`src/design/gcg_pkg.sv`:
```
// ---------------------------------------------------------------------------
// gcg_pkg
// Types, codes and constants shared by the grid cell geometry block.
// ---------------------------------------------------------------------------
package gcg_pkg;

	localparam int COORD_BITS     = 12;
	localparam int MAX_CELLS      = 64;
	localparam int LEN_BITS       = 12;
	localparam int COUNT_BITS     = 7;
	localparam int BORDER_BITS    = 8;
	localparam int INDEX_BITS     = 6;
	localparam int EXTRA_BITS     = 6;
	localparam int CFG_DATA_BITS  = 12;
	localparam int CFG_INDEX_BITS = 3;
	localparam int QUEUE_DEPTH    = 2;	// power of two

	localparam logic [LEN_BITS-1:0]    RST_AREA     = LEN_BITS'(100);
	localparam logic [COUNT_BITS-1:0]  RST_COUNT    = COUNT_BITS'(3);
	localparam logic [BORDER_BITS-1:0] RST_BORDER   = BORDER_BITS'(10);
	localparam logic [COORD_BITS-1:0]  RST_CELL_LEN = COORD_BITS'(26);
	localparam logic [EXTRA_BITS-1:0]  RST_EXTRA    = EXTRA_BITS'(2);

	typedef logic [COORD_BITS-1:0] coord_t;

	typedef enum logic [CFG_INDEX_BITS-1:0] {
		REG_AREA_WIDTH   = 3'd0,
		REG_AREA_HEIGHT  = 3'd1,
		REG_ROW_COUNT    = 3'd2,
		REG_COLUMN_COUNT = 3'd3,
		REG_BORDER_WIDTH = 3'd4
	} cfg_reg_t;

	typedef enum logic [1:0] {
		KIND_CELL    = 2'd0,
		KIND_VBORDER = 2'd1,
		KIND_HBORDER = 2'd2
	} kind_t;

	typedef enum logic [1:0] {
		ST_SUCCESS        = 2'd0,
		ST_INVALID_INDEX  = 2'd1,
		ST_INVALID_LAYOUT = 2'd2
	} status_t;

	// what one axis of a query produces
	typedef enum logic [1:0] {
		AX_CELL   = 2'd0,	// cell start, cell size
		AX_BORDER = 2'd1,	// end of cell + 1, border width
		AX_FULL   = 2'd2	// zero, whole area length
	} axis_mode_t;

	typedef struct packed {
		logic [1:0]            kind;
		logic [INDEX_BITS-1:0] row_index;
		logic [INDEX_BITS-1:0] column_index;
	} query_t;

	typedef struct packed {
		logic [1:0] status;
		coord_t     start_x;
		coord_t     start_y;
		coord_t     end_x;
		coord_t     end_y;
		coord_t     box_width;
		coord_t     box_height;
	} result_t;

	typedef struct packed {
		axis_mode_t            mode;
		logic [INDEX_BITS-1:0] idx;
	} axis_op_t;

	typedef struct packed {
		status_t  status;
		axis_op_t x;
		axis_op_t y;
	} entry_t;

	typedef struct packed {
		logic [LEN_BITS-1:0]   len;
		logic [COUNT_BITS-1:0] count;
		coord_t                cell_len;
		logic [EXTRA_BITS-1:0] extra;
	} axis_geom_t;

	typedef struct packed {
		axis_geom_t             h;
		axis_geom_t             v;
		logic [BORDER_BITS-1:0] border;
		logic                   layout_ok;
	} geom_t;

endpackage

```
`src/design/gcg_cfg.sv`:
```
// ---------------------------------------------------------------------------
// gcg_cfg
// Register file plus per-axis layout check and restoring divider that
// derives cell length and remainder after every register write.
// ---------------------------------------------------------------------------
module gcg_cfg (
	input  logic                                 clk,
	input  logic                                 arst_n,
	input  logic                                 cfg_we,
	input  logic [gcg_pkg::CFG_INDEX_BITS-1:0]   cfg_index,
	input  logic [gcg_pkg::CFG_DATA_BITS-1:0]    cfg_data,
	output gcg_pkg::geom_t                       geom,
	output logic                                 busy
);
	import gcg_pkg::*;

	localparam int DIV_STEPS = LEN_BITS;
	localparam int CNT_BITS  = $clog2(DIV_STEPS);
	localparam int REM_BITS  = COUNT_BITS;

	typedef enum logic [2:0] {
		CS_IDLE = 3'b001,
		CS_LOAD = 3'b010,
		CS_DIV  = 3'b100
	} cs_t;

	cs_t state_q;

	logic [LEN_BITS-1:0]    area_w_q, area_h_q;
	logic [COUNT_BITS-1:0]  rows_q, cols_q;
	logic [BORDER_BITS-1:0] bw_q;
	coord_t                 cl_h_q, cl_v_q;
	logic [EXTRA_BITS-1:0]  ex_h_q, ex_v_q;
	logic                   layout_ok_q;
	logic                   ok_h_q, ok_v_q;
	logic [REM_BITS-1:0]    rem_h_q, rem_v_q;
	logic [LEN_BITS-1:0]    quo_h_q, quo_v_q;
	logic [CNT_BITS-1:0]    cnt_q;
	logic                   wr_hit;
	logic [REM_BITS+LEN_BITS-1:0] step_h, step_v;

	localparam int SPAN_BITS = BORDER_BITS + COUNT_BITS;

	function automatic logic [SPAN_BITS-1:0] border_span(
		logic [COUNT_BITS-1:0] n, logic [BORDER_BITS-1:0] b);
		return SPAN_BITS'(b) * SPAN_BITS'(n - COUNT_BITS'(1));
	endfunction

	function automatic logic axis_ok(logic [LEN_BITS-1:0] len, logic [COUNT_BITS-1:0] n,
		logic [BORDER_BITS-1:0] b);
		return (n != '0) && (32'(n) <= MAX_CELLS) &&
			(border_span(n, b) <= SPAN_BITS'(len));
	endfunction

	// one restoring step: {remainder, quotient shift register}
	function automatic logic [REM_BITS+LEN_BITS-1:0] div_step(
		logic [REM_BITS-1:0] rem, logic [LEN_BITS-1:0] quo, logic [COUNT_BITS-1:0] d);
		logic [REM_BITS:0] trial;
		logic [REM_BITS:0] diff;
		logic              bit_q;
		begin
			trial = {rem, quo[LEN_BITS-1]};
			diff  = trial - (REM_BITS+1)'(d);
			bit_q = (trial >= (REM_BITS+1)'(d));
			return {(bit_q ? diff[REM_BITS-1:0] : trial[REM_BITS-1:0]),
				quo[LEN_BITS-2:0], bit_q};
		end
	endfunction

	always_comb begin
		case (cfg_reg_t'(cfg_index))
			REG_AREA_WIDTH, REG_AREA_HEIGHT, REG_ROW_COUNT,
			REG_COLUMN_COUNT, REG_BORDER_WIDTH: wr_hit = cfg_we;
			default: wr_hit = 1'b0;
		endcase
	end

	assign step_h = div_step(rem_h_q, quo_h_q, cols_q);
	assign step_v = div_step(rem_v_q, quo_v_q, rows_q);

	always_ff @(posedge clk or negedge arst_n) begin
		if (!arst_n) begin
			area_w_q <= RST_AREA;
			area_h_q <= RST_AREA;
			rows_q   <= RST_COUNT;
			cols_q   <= RST_COUNT;
			bw_q     <= RST_BORDER;
		end else if (cfg_we) begin
			case (cfg_reg_t'(cfg_index))
				REG_AREA_WIDTH:   area_w_q <= cfg_data[LEN_BITS-1:0];
				REG_AREA_HEIGHT:  area_h_q <= cfg_data[LEN_BITS-1:0];
				REG_ROW_COUNT:    rows_q   <= cfg_data[COUNT_BITS-1:0];
				REG_COLUMN_COUNT: cols_q   <= cfg_data[COUNT_BITS-1:0];
				REG_BORDER_WIDTH: bw_q     <= cfg_data[BORDER_BITS-1:0];
				default: ;
			endcase
		end
	end

	always_ff @(posedge clk or negedge arst_n) begin
		if (!arst_n) begin
			state_q     <= CS_IDLE;
			cnt_q       <= '0;
			ok_h_q      <= 1'b1;
			ok_v_q      <= 1'b1;
			cl_h_q      <= RST_CELL_LEN;
			cl_v_q      <= RST_CELL_LEN;
			ex_h_q      <= RST_EXTRA;
			ex_v_q      <= RST_EXTRA;
			layout_ok_q <= 1'b1;
		end else if (wr_hit) begin
			state_q <= CS_LOAD;	// a new write restarts the solve
		end else begin
			case (state_q)
				CS_LOAD: begin
					ok_h_q  <= axis_ok(area_w_q, cols_q, bw_q);
					ok_v_q  <= axis_ok(area_h_q, rows_q, bw_q);
					cnt_q   <= CNT_BITS'(DIV_STEPS - 1);
					state_q <= CS_DIV;
				end
				CS_DIV: begin
					cnt_q <= cnt_q - CNT_BITS'(1);
					if (cnt_q == '0) begin
						cl_h_q      <= ok_h_q ? step_h[LEN_BITS-1:0] : '0;
						ex_h_q      <= ok_h_q ? step_h[LEN_BITS +: EXTRA_BITS] : '0;
						cl_v_q      <= ok_v_q ? step_v[LEN_BITS-1:0] : '0;
						ex_v_q      <= ok_v_q ? step_v[LEN_BITS +: EXTRA_BITS] : '0;
						layout_ok_q <= ok_h_q && ok_v_q;
						state_q     <= CS_IDLE;
					end
				end
				default: state_q <= CS_IDLE;
			endcase
		end
	end

	// divider datapath, no reset needed
	always_ff @(posedge clk) begin
		if (state_q == CS_LOAD) begin
			rem_h_q <= '0;
			rem_v_q <= '0;
			quo_h_q <= area_w_q - LEN_BITS'(border_span(cols_q, bw_q));
			quo_v_q <= area_h_q - LEN_BITS'(border_span(rows_q, bw_q));
		end else begin
			{rem_h_q, quo_h_q} <= step_h;
			{rem_v_q, quo_v_q} <= step_v;
		end
	end

	assign busy = cfg_we || (state_q != CS_IDLE);

	always_comb begin
		geom.h.len      = area_w_q;
		geom.h.count    = cols_q;
		geom.h.cell_len = cl_h_q;
		geom.h.extra    = ex_h_q;
		geom.v.len      = area_h_q;
		geom.v.count    = rows_q;
		geom.v.cell_len = cl_v_q;
		geom.v.extra    = ex_v_q;
		geom.border     = bw_q;
		geom.layout_ok  = layout_ok_q;
	end

endmodule

```
`src/design/gcg_front.sv`:
```
// ---------------------------------------------------------------------------
// gcg_front
// Query intake: checks layout and indexes, sets status and per-axis mode.
// ---------------------------------------------------------------------------
module gcg_front (
	input  logic            query_valid,
	output logic            query_ready,
	input  gcg_pkg::query_t query,
	input  gcg_pkg::geom_t  geom,
	input  logic            busy,
	input  logic            q_full,
	output logic            push,
	output gcg_pkg::entry_t push_data
);
	import gcg_pkg::*;

	logic row_ok, col_ok, vb_ok, hb_ok;

	assign query_ready = !q_full && !busy;
	assign push        = query_valid && query_ready;

	assign row_ok = {1'b0, query.row_index} < geom.v.count;
	assign col_ok = {1'b0, query.column_index} < geom.h.count;
	assign vb_ok  = ({1'b0, query.column_index} + COUNT_BITS'(1)) < geom.h.count;
	assign hb_ok  = ({1'b0, query.row_index} + COUNT_BITS'(1)) < geom.v.count;

	always_comb begin
		push_data.status = ST_SUCCESS;
		push_data.x.mode = AX_FULL;
		push_data.x.idx  = query.column_index;
		push_data.y.mode = AX_FULL;
		push_data.y.idx  = query.row_index;
		if (!geom.layout_ok) begin
			push_data.status = ST_INVALID_LAYOUT;
		end else begin
			case (kind_t'(query.kind))
				KIND_CELL: begin
					if (row_ok && col_ok) begin
						push_data.x.mode = AX_CELL;
						push_data.y.mode = AX_CELL;
					end else begin
						push_data.status = ST_INVALID_INDEX;
					end
				end
				KIND_VBORDER: begin
					if (vb_ok) push_data.x.mode = AX_BORDER;
					else push_data.status = ST_INVALID_INDEX;
				end
				KIND_HBORDER: begin
					if (hb_ok) push_data.y.mode = AX_BORDER;
					else push_data.status = ST_INVALID_INDEX;
				end
				default: push_data.status = ST_INVALID_INDEX;
			endcase
		end
	end

endmodule

```
`src/design/gcg_queue.sv`:
```
// ---------------------------------------------------------------------------
// gcg_queue
// Small FIFO between intake and geometry pipeline.
// ---------------------------------------------------------------------------
module gcg_queue (
	input  logic            clk,
	input  logic            arst_n,
	input  logic            push,
	input  gcg_pkg::entry_t push_data,
	output logic            full,
	input  logic            pop,
	output logic            empty,
	output gcg_pkg::entry_t pop_data
);
	import gcg_pkg::*;

	localparam int PTR_BITS = (QUEUE_DEPTH > 1) ? $clog2(QUEUE_DEPTH) : 1;

	entry_t              mem_q [QUEUE_DEPTH];
	logic [PTR_BITS-1:0] wr_ptr_q, rd_ptr_q;
	logic [PTR_BITS:0]   cnt_q;

	assign full     = (cnt_q == (PTR_BITS+1)'(QUEUE_DEPTH));
	assign empty    = (cnt_q == '0);
	assign pop_data = mem_q[rd_ptr_q];

	always_ff @(posedge clk or negedge arst_n) begin
		if (!arst_n) begin
			wr_ptr_q <= '0;
			rd_ptr_q <= '0;
			cnt_q    <= '0;
		end else begin
			if (push) wr_ptr_q <= wr_ptr_q + PTR_BITS'(1);
			if (pop)  rd_ptr_q <= rd_ptr_q + PTR_BITS'(1);
			case ({push, pop})
				2'b10:   cnt_q <= cnt_q + (PTR_BITS+1)'(1);
				2'b01:   cnt_q <= cnt_q - (PTR_BITS+1)'(1);
				default: ;
			endcase
		end
	end

	always_ff @(posedge clk) begin
		if (push) mem_q[wr_ptr_q] <= push_data;
	end

endmodule

```
`src/design/gcg_back.sv`:
```
// ---------------------------------------------------------------------------
// gcg_back
// Geometry pipeline: index product, start/size selection, end and output.
// ---------------------------------------------------------------------------
module gcg_back (
	input  logic            clk,
	input  logic            arst_n,
	input  logic            q_empty,
	input  gcg_pkg::entry_t q_data,
	output logic            pop,
	input  gcg_pkg::geom_t  geom,
	output logic            result_valid,
	input  logic            result_ready,
	output gcg_pkg::result_t result
);
	import gcg_pkg::*;

	localparam int PROD_BITS = INDEX_BITS + COORD_BITS;

	logic adv;

	// stage 1
	logic                  vld_s1;
	entry_t                ent_s1;
	coord_t                prod_x_s1, prod_y_s1;
	logic [EXTRA_BITS-1:0] few_x_s1, few_y_s1;
	logic                  bump_x_s1, bump_y_s1;

	// stage 2
	logic    vld_s2;
	status_t status_s2;
	coord_t  org_x_s2, org_y_s2, dim_x_s2, dim_y_s2;

	logic    res_vld_q;
	result_t res_q;

	// i * (cell_len + border), wrapped to the coordinate width
	function automatic coord_t axis_prod(logic [INDEX_BITS-1:0] idx, coord_t cl,
		logic [BORDER_BITS-1:0] b);
		logic [PROD_BITS-1:0] p;
		begin
			p = PROD_BITS'(idx) * PROD_BITS'(coord_t'(cl + COORD_BITS'(b)));
			return p[COORD_BITS-1:0];
		end
	endfunction

	function automatic logic [EXTRA_BITS-1:0] axis_few(logic [INDEX_BITS-1:0] idx,
		logic [EXTRA_BITS-1:0] ex);
		return (EXTRA_BITS'(idx) < ex) ? EXTRA_BITS'(idx) : ex;
	endfunction

	assign adv = !res_vld_q || result_ready;
	assign pop = adv && !q_empty;

	always_ff @(posedge clk or negedge arst_n) begin
		if (!arst_n) begin
			vld_s1    <= 1'b0;
			vld_s2    <= 1'b0;
			res_vld_q <= 1'b0;
		end else if (adv) begin
			vld_s1    <= !q_empty;
			vld_s2    <= vld_s1;
			res_vld_q <= vld_s2;
		end
	end

	always_ff @(posedge clk) begin
		if (adv) begin
			ent_s1    <= q_data;
			prod_x_s1 <= axis_prod(q_data.x.idx, geom.h.cell_len, geom.border);
			prod_y_s1 <= axis_prod(q_data.y.idx, geom.v.cell_len, geom.border);
			few_x_s1  <= axis_few(q_data.x.idx, geom.h.extra);
			few_y_s1  <= axis_few(q_data.y.idx, geom.v.extra);
			bump_x_s1 <= EXTRA_BITS'(q_data.x.idx) < geom.h.extra;
			bump_y_s1 <= EXTRA_BITS'(q_data.y.idx) < geom.v.extra;
		end
	end

	coord_t start_x, start_y, size_x, size_y;

	assign start_x = prod_x_s1 + COORD_BITS'(few_x_s1);
	assign start_y = prod_y_s1 + COORD_BITS'(few_y_s1);
	assign size_x  = geom.h.cell_len + COORD_BITS'(bump_x_s1);
	assign size_y  = geom.v.cell_len + COORD_BITS'(bump_y_s1);

	always_ff @(posedge clk) begin
		if (adv) begin
			status_s2 <= ent_s1.status;
			case (ent_s1.x.mode)
				AX_CELL: begin
					org_x_s2 <= start_x;
					dim_x_s2 <= size_x;
				end
				AX_BORDER: begin
					org_x_s2 <= start_x + size_x;
					dim_x_s2 <= COORD_BITS'(geom.border);
				end
				default: begin
					org_x_s2 <= '0;
					dim_x_s2 <= COORD_BITS'(geom.h.len);
				end
			endcase
			case (ent_s1.y.mode)
				AX_CELL: begin
					org_y_s2 <= start_y;
					dim_y_s2 <= size_y;
				end
				AX_BORDER: begin
					org_y_s2 <= start_y + size_y;
					dim_y_s2 <= COORD_BITS'(geom.border);
				end
				default: begin
					org_y_s2 <= '0;
					dim_y_s2 <= COORD_BITS'(geom.v.len);
				end
			endcase
		end
	end

	// error results carry all-zero geometry
	always_ff @(posedge clk) begin
		if (adv) begin
			res_q.status <= status_s2;
			if (status_s2 == ST_SUCCESS) begin
				res_q.start_x    <= org_x_s2;
				res_q.start_y    <= org_y_s2;
				res_q.end_x      <= org_x_s2 + dim_x_s2 - COORD_BITS'(1);
				res_q.end_y      <= org_y_s2 + dim_y_s2 - COORD_BITS'(1);
				res_q.box_width  <= dim_x_s2;
				res_q.box_height <= dim_y_s2;
			end else begin
				res_q.start_x    <= '0;
				res_q.start_y    <= '0;
				res_q.end_x      <= '0;
				res_q.end_y      <= '0;
				res_q.box_width  <= '0;
				res_q.box_height <= '0;
			end
		end
	end

	assign result_valid = res_vld_q;
	assign result       = res_q;

endmodule

```
`src/design/grid_cell_geometry.sv`:
```
// Path: queue, product stage, select stage, then end/output stage (output register).
// Throughput: one query per cycle when neither result back-pressure nor a register
//   write stalls intake; the product stage holds one 6x12 multiply.
// A register write holds query_ready low through the write, the load state and a
//   12-step restoring divide that yields cell length and remainder per axis.
// Reset (arst_n low, asynchronous) restores the register defaults and their
//   derived cell lengths, so queries are taken right after reset.
// ---------------------------------------------------------------------------
// grid_cell_geometry
// Cell and border rectangles of a pixel area split into a grid.
// ---------------------------------------------------------------------------
module grid_cell_geometry (
	input  logic                                 clk,
	input  logic                                 arst_n,
	// configuration write port
	input  logic                                 cfg_we,
	input  logic [gcg_pkg::CFG_INDEX_BITS-1:0]   cfg_index,
	input  logic [gcg_pkg::CFG_DATA_BITS-1:0]    cfg_data,
	// query channel
	input  logic                                 query_valid,
	output logic                                 query_ready,
	input  gcg_pkg::query_t                      query,
	// result channel
	output logic                                 result_valid,
	input  logic                                 result_ready,
	output gcg_pkg::result_t                     result
);
	import gcg_pkg::*;

	// Live geometry: area lengths, counts, border, derived cell length/remainder per axis.
	// The user must change it only while no query is in flight; the block does not enforce it.
	geom_t  geom;
	logic   busy;

	// front -> queue -> back
	logic   push, pop, q_full, q_empty;
	entry_t push_data, pop_data;

	// Registers and the cell length solver. busy covers the write cycle
	// itself and the whole divide, so no query is accepted while geometry is re-solved.
	gcg_cfg u_cfg (
		.clk       (clk),
		.arst_n    (arst_n),
		.cfg_we    (cfg_we),
		.cfg_index (cfg_index),
		.cfg_data  (cfg_data),
		.geom      (geom),
		.busy      (busy)
	);

	// Front: classifies each transfer into status plus per-axis work
	// (cell, border or full span) and pushes it into the queue.
	gcg_front u_front (
		.query_valid (query_valid),
		.query_ready (query_ready),
		.query       (query),
		.geom        (geom),
		.busy        (busy),
		.q_full      (q_full),
		.push        (push),
		.push_data   (push_data)
	);

	// Two-entry queue decouples intake from output backpressure.
	gcg_queue u_queue (
		.clk       (clk),
		.arst_n    (arst_n),
		.push      (push),
		.push_data (push_data),
		.full      (q_full),
		.pop       (pop),
		.empty     (q_empty),
		.pop_data  (pop_data)
	);

	// Back: start(i) = i*(cl+b) + min(i,ex), size = cl + (i<ex),
	// end = start + size - 1, all wrapped to the coordinate width.
	gcg_back u_back (
		.clk          (clk),
		.arst_n       (arst_n),
		.q_empty      (q_empty),
		.q_data       (pop_data),
		.pop          (pop),
		.geom         (geom),
		.result_valid (result_valid),
		.result_ready (result_ready),
		.result       (result)
	);

endmodule

```
`config.mk`:
```
export PLATFORM = sky130hd
export DESIGN_NAME = grid_cell_geometry
export DESIGN_NICKNAME = d
export VERILOG_FILES = /design/src/design/gcg_pkg.sv /design/src/design/gcg_cfg.sv /design/src/design/gcg_front.sv /design/src/design/gcg_queue.sv /design/src/design/gcg_back.sv /design/src/design/grid_cell_geometry.sv
export SDC_FILE = /design/constraint.sdc
export NUM_CORES = 1
export LEC_CHECK = 0
export ABC_AREA = 0
export CAP_MARGIN = 10
export CORE_MARGIN = 1
export CORE_UTILIZATION = 35
export CTS_CLUSTER_DIAMETER = 50
export CTS_CLUSTER_SIZE = 28
export DETAILED_ROUTE_END_ITERATION = 7
export DONT_BUFFER_PORTS = 1
export HOLD_SLACK_MARGIN = 0.1
export SLEW_MARGIN = 20
export SYNTH_ARGS = -nofsm -noshare
export SYNTH_HDL_FRONTEND = slang
export SYNTH_HIERARCHICAL = 1
export SYNTH_SLANG_ARGS = --single-unit
export TNS_END_PERCENT = 20
```
`constraint.sdc`:
```
create_clock -name clk -period 17.5 [get_ports clk]
set_input_delay 1.75 -clock clk [delete_from_list [all_inputs] [get_ports clk]]
set_output_delay 1.75 -clock clk [all_outputs]
set_load 0.02 [all_outputs]
```
# ---- After elaboration in Yosys (flattened, before gate mapping)
# Memory sizes are Yosys's and may differ from the RTL's.
# Index checks and enable logic that the tools add are counted.
dict set report word_totals {
  ff_bits 305
  memories 1
  wordCells 172
  in_bits 34
  ram_bits 36
  output_inout_bits 76
}
dict set report op_classes {
  reduce_logical 35
  n_mul 4
  n_eq_ne 15
  bitwise_logic 1
  n_mux 34
  order_cmp 12
  addsub 25
}
# memory depth word_bits rd rd_clocked_by_memory_dff write_ports line_no
set memory_table {}
lappend memory_table {u_queue.mem_q 2 18 1 0 1 gcg_queue.sv:19} ;# entry_t mem_q [QUEUE_DEPTH];
# op n
set ops {}
lappend ops {{$pmux 12 s2} 4}
lappend ops {{$add 12x12->12} 4}
lappend ops {{$mux 12} 4}
lappend ops {{$le 15x12->1} 2}
lappend ops {{$mul 8x15->15} 2}
lappend ops {{$add 12x1->12} 2}
lappend ops {{$add 12x6->12} 2}
lappend ops {{$add 12x8->12} 2}
lappend ops {{$mul 6x12->12} 2}
lappend ops {{$mux 6} 4}
lappend ops {{$sub 12x1->12 const B} 2}
lappend ops {{$sub 12x12->12} 2}
lappend ops {{$ge 8x7->1} 2}
lappend ops {{$sub 7x1->8 const B} 2}
lappend ops {{$add 6x1->7 const B} 2}
lappend ops {{$le 7x7->1 const B} 2}
lappend ops {{$lt 6x7->1} 2}
lappend ops {{$lt 7x7->1} 2}
lappend ops {{$mux 7} 2}
lappend ops {{$reduce_and 2->1} 7}
lappend ops {{$reduce_bool 7->1} 2}
lappend ops {{$sub 7x7->7} 2}
lappend ops {{$lt 6x6->1} 2}
lappend ops {{$mux 2} 6}
lappend ops {{other kinds (26)} 61}

# ---- Longest topological paths before layout
# Gate-level depths: netlist of the first run.
dict set report logic_depth {
  depth_word 7
  mapped_depth 28
  mapped_depth_nobuf 27
}

# ---- Cells and area by module
# Netlist of the first run, hierarchy kept.
# mod cells_each instances area_per_inst_um2
set modules_own_cells {}
lappend modules_own_cells {gcg_back 1342 1 13598.0}
lappend modules_own_cells {gcg_cfg 1278 1 11227.0}
lappend modules_own_cells {gcg_queue 72 1 1532.7}
lappend modules_own_cells {gcg_front 115 1 854.6}

# ---- Worst setup path after synthesis of the first run
# Ideal clock, no wire load.
dict set report synth_timing {
  path_kind {register to register}
  start {register u_cfg.cols_q[0]}
  end {register u_cfg.ok_h_q}
  path_stages_with_launch 27
  period_less_slack_ns 6.013
  required_ns 17.403
  path_buffers 1
  arrival_time_ns 5.916
  slack_ns 11.487
  setup_time_ns 0.097
  cell_sequence {dfstp_2 > buf_1 > inv_1 > ha_1 > nand3_1 > nor3_2 > xnor2_1 > nand2_1 > fa_1 > fa_1 > inv_1 > fa_1 > inv_1 > fa_1 > inv_1 > ha_1 > nand4_1 > nand4b_1 > a21o_1 > a21oi_1 > xnor2_1 > ha_1 > nand3_1 > a21oi_1 > a221oi_2 > o211ai_1 > o41ai_2}
}
dict set report synth_between {
  elab_chain_cells 4
}
# element line_no
set synth_rtl {}
lappend synth_rtl {{start, declared} gcg_cfg.sv:30} ;# logic [COUNT_BITS-1:0] rows_q, cols_q;
lappend synth_rtl {{start signal, assigned} gcg_cfg.sv:93} ;# REG_COLUMN_COUNT: cols_q <= cfg_data[COUNT_BITS-1:0];
lappend synth_rtl {{$sub 7x1->8} gcg_cfg.sv:46} ;# return SPAN_BITS'(b) * SPAN_BITS'(n - COUNT_BITS'(1));
lappend synth_rtl {{$mul 8x15->15} gcg_cfg.sv:46}
lappend synth_rtl {{$le 15x12->1} gcg_cfg.sv:52} ;# (border_span(n, b) <= SPAN_BITS'(len));
lappend synth_rtl {{$logic_and 1x1->1 *} gcg_cfg.sv:51} ;# return (n != '0) && (32'(n) <= MAX_CELLS) &&
lappend synth_rtl {{end signal, assigned} gcg_cfg.sv:116} ;# ok_h_q <= axis_ok(area_w_q, cols_q, bw_q);
lappend synth_rtl {{end, declared} gcg_cfg.sv:35} ;# logic ok_h_q, ok_v_q;
# Every way passes the cells marked *; elsewhere a longest branch is shown, timed or not.
# A chain may end at the register's enable or synchronous reset.

# ---- Final worst setup path of the first run
# Same ends and word-level chain as after synthesis.

==> metrics, run 1 <==
status finished, final reports clean; Mapped Area between 20000 and 30000 sq um; Residual DRC 0; Arr. time, crit path a little over 7 ns; RSZ-0062 raised after global routing no; minimum clock period after layout between 6 and 7 ns; critical path launch point type flop; Tot GR Track Use 0.171; largest net degree at the start of global routing 100; Final Hold Slack ~0.42 ns; Layout Skew around 0.050 ns; worst path required time 18.01 ns; core box area between 70000 and 80000 sq um; final period utilization 0.384; Vias around 19000; CTS Buf Count slightly above 50; Post-DRT Antenna Nets 0; setup_tns 0 ns; top cell type by total area after synthesis edfxtp_1; die width 281 um; # setup viols final 0; max frequency roughly 150 MHz; postcts setup bufs 0; clk sinks 341; count leader, synth inv_1; cts repair resizes 0; Seq cells post-synth around 340; Ports 110; Synth Instances approximately 2800; number of synthesized flops with an enable pin slightly above 200; post-layout net count around 3300; vias in the first global route 18939; Bufs on Longest Clock Path 3; Placement Rows roughly 100; GPL Wtd Cong just under 0.9; syn nets 3279; chip height ~280 um; layout cells sized above 1 0.0787; Syn Area/Cell 9.69 sq um; area grow syn2layout 10.9%; Worst Path Class, Setup flop to flop; drt pass-1 iters 5; Primary FF master, synth edfxtp_1; root buffer cell clkbuf_16; Crit. End Element flop; drt first-iter violations between 900 and 1000; DIE AREA 78900 sq um; number of fill cells 7557; final wirelength approximately 66 mm; Post-synth top cells inv_1 (437), ha_1 (294), nand2_1 (267), edfxtp_1 (204), nor2_1 (178); CP Max Fanout 14; yosys warns 6; Skew-Pair Late Insertion Delay between 0.6 and 0.7 ns; Least-Margin Pin Slew just over 1 ns; grt total ovfl 0; CTS tree yes; dpl cell area 28300 sq um; Async S/R FF share, synth 0.290; synth top area cells edfxtp_1 (23%), ha_1 (14%), fa_1 (11%); final instance area between 30000 and 40000 sq um; Hold Path Class flop to flop; final core occ 0.395; post-synth cell types between 80 and 90; IO buf count 0; first-pass GRT wire length around 110 mm; initial antenna violation count 4; Post-CTS Hold Fix Bufs 0; post-detail-place hpwl ~50 mm; Worst-path clk slew roughly 0.08 ns; max-cap viol count 0; wire length per cell around 17 um; Vias per Instance 4.85; Slew headroom 0.317; H-tree Lvls 2; Starting Density 0.356; final slew viol count 0; final hold violations 0; share of the synthesized area in the top cell type 0.225; sequential share of the synthesized area 0.345
[area by class of cell]
type	instances	area, sq um	area share
repair buffers	20	165	0.00547
diodes	2	5.00	0.000166
clock inverters	38	492	0.0163
flip-flops and latches	341	9390	0.311
inverters	439	1660	0.0549
clock buffers	56	1350	0.0448
multi-input cells	1951	15800	0.524
well taps	1030	1290	0.0427
[logic make-up after synthesis]
family | synth area share
mux | 0.0321
buf+inv | 0.0739
simple gates | 0.144
compound gates | 0.102
flops | 0.345
xor+xnor | 0.0615
fa+ha+maj | 0.241
[per-stage QoR]
stage | std cells | setup slack (ns)
6_report | 3877 | 10.78
5_1_grt | 3875 | 10.37
4_1_cts | 3873 | 10.76
3_5_place_dp | 3779 | 10.81
3_3_place_gp | 3779 | 11.01
2_1_floorplan | 2807 | 11.49
[registers in the layout (all words and copies together) (netlist names), 8 cells and up]
| signal | flops |
|---|---|
| u_back/result | 74 |
| u_queue/mem_q | 36 |
| u_back/dim_x_s2 | 12 |
| u_back/dim_y_s2 | 12 |
| u_back/org_x_s2 | 12 |
| u_back/org_y_s2 | 12 |
| u_back/prod_x_s1 | 12 |
| u_back/prod_y_s1 | 12 |
| u_cfg/area_h_q | 12 |
| u_cfg/area_w_q | 12 |
| u_cfg/cl_h_q | 12 |
| u_cfg/cl_v_q | 12 |
| u_cfg/quo_h_q | 12 |
| u_cfg/quo_v_q | 12 |
| u_cfg/bw_q | 8 |
[final timing paths]
kind | startpoint | to | slack (ns) | cells past startpoint
setup / recovery | u_cfg/cols_q[0]$_DFFE_PN1P_ | u_cfg/ok_h_q$_DFFE_PN1P_ | 10.78 | 24
hold / removal | u_cfg/quo_h_q[0]$_DFF_P_ | u_cfg/cl_h_q[1]$_DFFE_PN1P_ | 0.42 | 2
hold reg to reg | u_cfg/quo_h_q[0]$_DFF_P_ | u_cfg/cl_h_q[1]$_DFFE_PN1P_ | 0.42 | 2
max in group asynchronous | arst_n | u_cfg/ok_v_q$_DFFE_PN1P_ | 16.34 | 0
setup reg to reg | u_cfg/cols_q[0]$_DFFE_PN1P_ | u_cfg/ok_h_q$_DFFE_PN1P_ | 10.78 | 24
min in group asynchronous | arst_n | u_back/result_valid$_DFFE_PN0N_ | 0.83 | 0
[per-layer routing]
layer | track usage | routed length [um] | vias up
met1 | 0.229 | 30800 | 8970
li1 | - | - | 9321
met3 | 0.0381 | 4160 | 109
met4 | 0.0581 | 1930 | 2
met2 | 0.272 | 29300 | 384
met5 | 0 | 7 | -
[cells in the final DEF (no fill, tap or decap), types with 26 or more instances in the layout]
cell type	count
nand3_1	37
nor2b_1	91
edfxtp_1	204
and2_1	98
o21a_1	26
clkbuf_16	53
fa_1	144
nor2_1	178
dfrtp_1	75
xnor2_1	124
inv_1	436
xor2_1	55
mux2_2	39
nor3_1	35
nand2_1	266
ha_1	294
dfxtp_1	38
o21ai_0	153
a21oi_1	103
a21o_1	43
mux2i_1	30
[critical path, cell delays in order (launching register included)]
cell	delay [ns]
dfstp_2	0.71
inv_1	0.11
ha_1	0.23
nand3_1	0.12
nor3_2	0.06
xnor2_1	0.63
nand2_1	0.17
fa_1	0.50
fa_1	0.49
inv_1	0.05
fa_1	0.47
inv_1	0.05
fa_1	0.47
inv_1	0.04
ha_1	0.34
nand4_1	0.13
nand4b_1	0.15
a21o_1	0.20
a21oi_1	0.24
xnor2_1	0.13
ha_1	0.35
nand3_1	0.12
nor4_1	0.39
o211ai_1	0.18
o41ai_2	0.30
Power of run 1 is not shown: default switching activity piles up to over one toggle a cycle in this logic, so the estimate is an artifact.
==> inputs of run 2 (changes only) <==
--- a/config.mk
+++ b/config.mk
@@ -5,7 +5,7 @@
 export SDC_FILE = /design/constraint.sdc
 export NUM_CORES = 1
 export LEC_CHECK = 0
-export ABC_AREA = 0
+export ABC_AREA = 1
 export CAP_MARGIN = 10
 export CORE_MARGIN = 1
 export CORE_UTILIZATION = 35
==> constraint.sdc (replaced) <==
create_clock -name clk -period 5.5 [get_ports clk]
set_input_delay 0.55 -clock clk [delete_from_list [all_inputs] [get_ports clk]]
set_output_delay 0.55 -clock clk [all_outputs]
set_load 0.02 [all_outputs]
==> metrics, run 2 <==
status finished, violations left; violated checks negative setup slack; max frequency 182 MHz (+22%); RSZ-0062 raised after global routing yes; Hold Path Class input pin to flop; Layout Skew 0.0342 ns (-0.0155 ns); CP Buf/Inv Count 9 (+5); Tot GR Track Use 0.184 (+0.0127); die width 286 um (+1.9%); drt first-iter violations 1652 (+73%); CP endpoint u_cfg/ok_v_q$_DFFE_PN1P_; root buffer cell clkbuf_16; critical path launch point type flop; number of synthesized flops with an enable pin 204 (unchanged); fin cells 4688 (+21%); core box area 79500 sq um (+4.0%); yosys warns 6 (unchanged); post-detail-place hpwl 59.8 mm (+19%); cells on worst reg2reg path 30 (+25%); Worst-path clk slew 0.09 ns (about the same); grt total ovfl 0 (unchanged); Vias 22417 (+19%); Mapped Area 28300 sq um (+3.9%); largest net degree at the start of global routing 100 (unchanged); Place WS -0.200 ns (-11.01 ns); worst path required time 5.99 ns (-12.02 ns); first-pass GRT wire length 119 mm (+13%); Bufs on Longest Clock Path 3 (unchanged); CP Max Fanout 6 (-8); final wirelength 75.1 mm (+13%); Seq cells post-synth 341 (unchanged); layout cells sized above 1 0.126 (+0.0475); sequential share of the synthesized area 0.332 (-0.0130); post-route setup slack -0.00488 ns (-10.78 ns); number of fill cells 7912 (+4.7%); Worst Path Class, Setup flop to flop; synth top area cells edfxtp_1 (22%), ha_1 (13%), fa_1 (10%); final slew viol count 0 (unchanged); most frequent cells in the layout nand2_1 (719), inv_1 (702), nor2_1 (323); Crit Reg-Reg Endpoint u_cfg/ok_v_q$_DFFE_PN1P_; Placement Rows 103 (+2.0%); count leader, synth nand2_1; final hold violations 0 (unchanged); wire length per cell 16.0 um (-6.2%); Post-synth top cells nand2_1 (731), inv_1 (719), nor2_1 (337), ha_1 (294), edfxtp_1 (204); Ports 110 (unchanged); R2R Setup Slk -0.005 ns (-10.78 ns); area grow syn2layout 15.2%; setup_tns -0.00488 ns (-0.00488 ns); Slew headroom 0.348 (+0.0315); drt pass-1 iters 6 (+1); minimum clock period after layout 5.50 ns (-1.22 ns); Critical path origin u_cfg/rows_q[1]$_DFFE_PN1P_; DIE AREA 81900 sq um (+3.9%); Skew-Pair Late Insertion Delay 0.59 ns (-0.03 ns); delay-heaviest family, CP adder cells; delay of the slowest cell on the worst path 0.57 ns (-0.14 ns); Synth Instances 3468 (+24%); GPL Wtd Cong 0.921 (+4.7%); Post-DRT Antenna Nets 0 (unchanged); Crit. End Element flop; Async S/R FF share, synth 0.290 (unchanged); final period utilization 1.00 (+0.617); Vias per Instance 4.78 (-1.3%); Least-Margin Pin Slew 0.975 ns (-0.0500 ns); share of the synthesized area in the top cell type 0.217 (-0.00848); Largest register FFs 74 (unchanged); syn nets 3940 (+20%); max-cap viol count 0 (unchanged); CTS tree yes; clk sinks 341 (unchanged); post-synth cell types 62 (-30%); slowest stage cell, crit path fa_1; initial antenna violation count 5 (+1); chip height 286 um (+1.9%); start of the worst register-to-register path u_cfg/rows_q[1]$_DFFE_PN1P_; Residual DRC 0 (unchanged); H-tree Lvls 2 (unchanged); IO buf count 0 (unchanged); critical path's most frequent cell fa_1; top cell type by total area after synthesis edfxtp_1; CTS Buf Count 42 (-18%); Starting Density 0.356 (about the same); CP Depth 30 (+25%); Arr. time, crit path 6.00 ns (-1.23 ns); Primary FF master, synth edfxtp_1; Syn Area/Cell 8.15 sq um (-16%); # placed instances 4580 (+21%); most common cell after layout, fill and taps aside nand2_1; vias in the first global route 21684 (+14%); # setup viols final 1 (+1); post-layout net count 4075 (+24%)
run 2: changes by cell type in the layout (fill, tap and decap cells not counted), moves of 91 or more:
cell,delta
nor2b_1,-91
and2_1,-98
buf_4,+121
nand2_1,+453
nor2_1,+145
inv_1,+266
xnor2_1,-94
nand3_1,+98
run 2: area by class of cell:
| class | count | area, sq um | area share |
|---|---|---|---|
| Antenna cell | 1 | 2.50 | 0.0000768 |
| Clock buffer | 43 | 1050 | 0.0324 |
| Clock inverter | 35 | 484 | 0.0149 |
| Inverter | 741 | 2790 | 0.0858 |
| Multi-Input combinational cell | 2318 | 16200 | 0.499 |
| Sequential cell | 341 | 9400 | 0.289 |
| Tap cell | 1050 | 1310 | 0.0403 |
| Timing Repair Buffer | 159 | 1280 | 0.0392 |
run 2: cells by family (layout without fill, tap and decap cells):
| group | count (synthesis) | count (layout) | share of synthesized area |
|---|---|---|---|
| fa+ha+maj | 438 | 438 | 0.232 |
| other cells | 0 | 1 | 0 |
| xor+xnor | 118 | 118 | 0.0371 |
| simple gates | 1337 | 1337 | 0.199 |
| buf+inv | 809 | 978 | 0.112 |
| compound gates | 425 | 425 | 0.0879 |
| flops | 341 | 341 | 0.332 |
run 2: stage by stage:
stage                util  area, sq um  hold slack (ns)
floorplan               -        28400            0.254
global placement    0.381        30300            0.260
detailed placement  0.381        30300            0.259
CTS                 0.405        32200            0.109
global route        0.410        32600            0.122
finish              0.410        32600            0.136
run 2: worst min path at each step:
stage	to	cells after the start	slack, ns	startpoint
floorplan	u_back/result_valid$_DFFE_PN0N_	0	0.25	arst_n
global placement	u_cfg/rows_q[3]$_DFFE_PN0P_	0	0.26	arst_n
detailed placement	u_cfg/rows_q[3]$_DFFE_PN0P_	0	0.26	arst_n
CTS	u_cfg/area_h_q[9]$_DFFE_PN0P_	2	0.11	cfg_data[9]
global route	u_cfg/area_h_q[9]$_DFFE_PN0P_	2	0.12	cfg_data[9]
finish	u_cfg/area_h_q[8]$_DFFE_PN0P_	2	0.14	cfg_data[8]
run 2: worst reg2reg max path: cells and delay by family, from the launching register on:
| family | cells | cell delay, ns |
|---|---|---|
| AO/OA/AOI/OAI | 2 | 0.31 |
| adder cells (fa/ha/maj) | 7 | 2.70 |
| flip-flops | 1 | 0.54 |
| buffers and inverters | 9 | 0.73 |
| XOR/XNOR | 2 | 0.32 |
| AND/OR/NAND/NOR | 10 | 0.83 |
run 2: layer usage:
layer | vias to the layer above | track usage | wire, um
li1 | 11204 | - | -
met1 | 10594 | 0.251 | 34800
met2 | 538 | 0.305 | 34700
met3 | 79 | 0.0230 | 3810
met4 | 2 | 0.0517 | 1830
met5 | - | 0 | 13
run 2: repair_timing:
action | CTS | global route
pin swaps | 29 | 38
setup endpoints to repair | 5 | 14
setup buffers | 8 | 7
hold buffers | 14 | 0
cloned | 0 | 0
gates resized for setup | 37 | 66
endpoints found under the hold margin | 123 | 0
Power of run 2 is left out for the same reason.
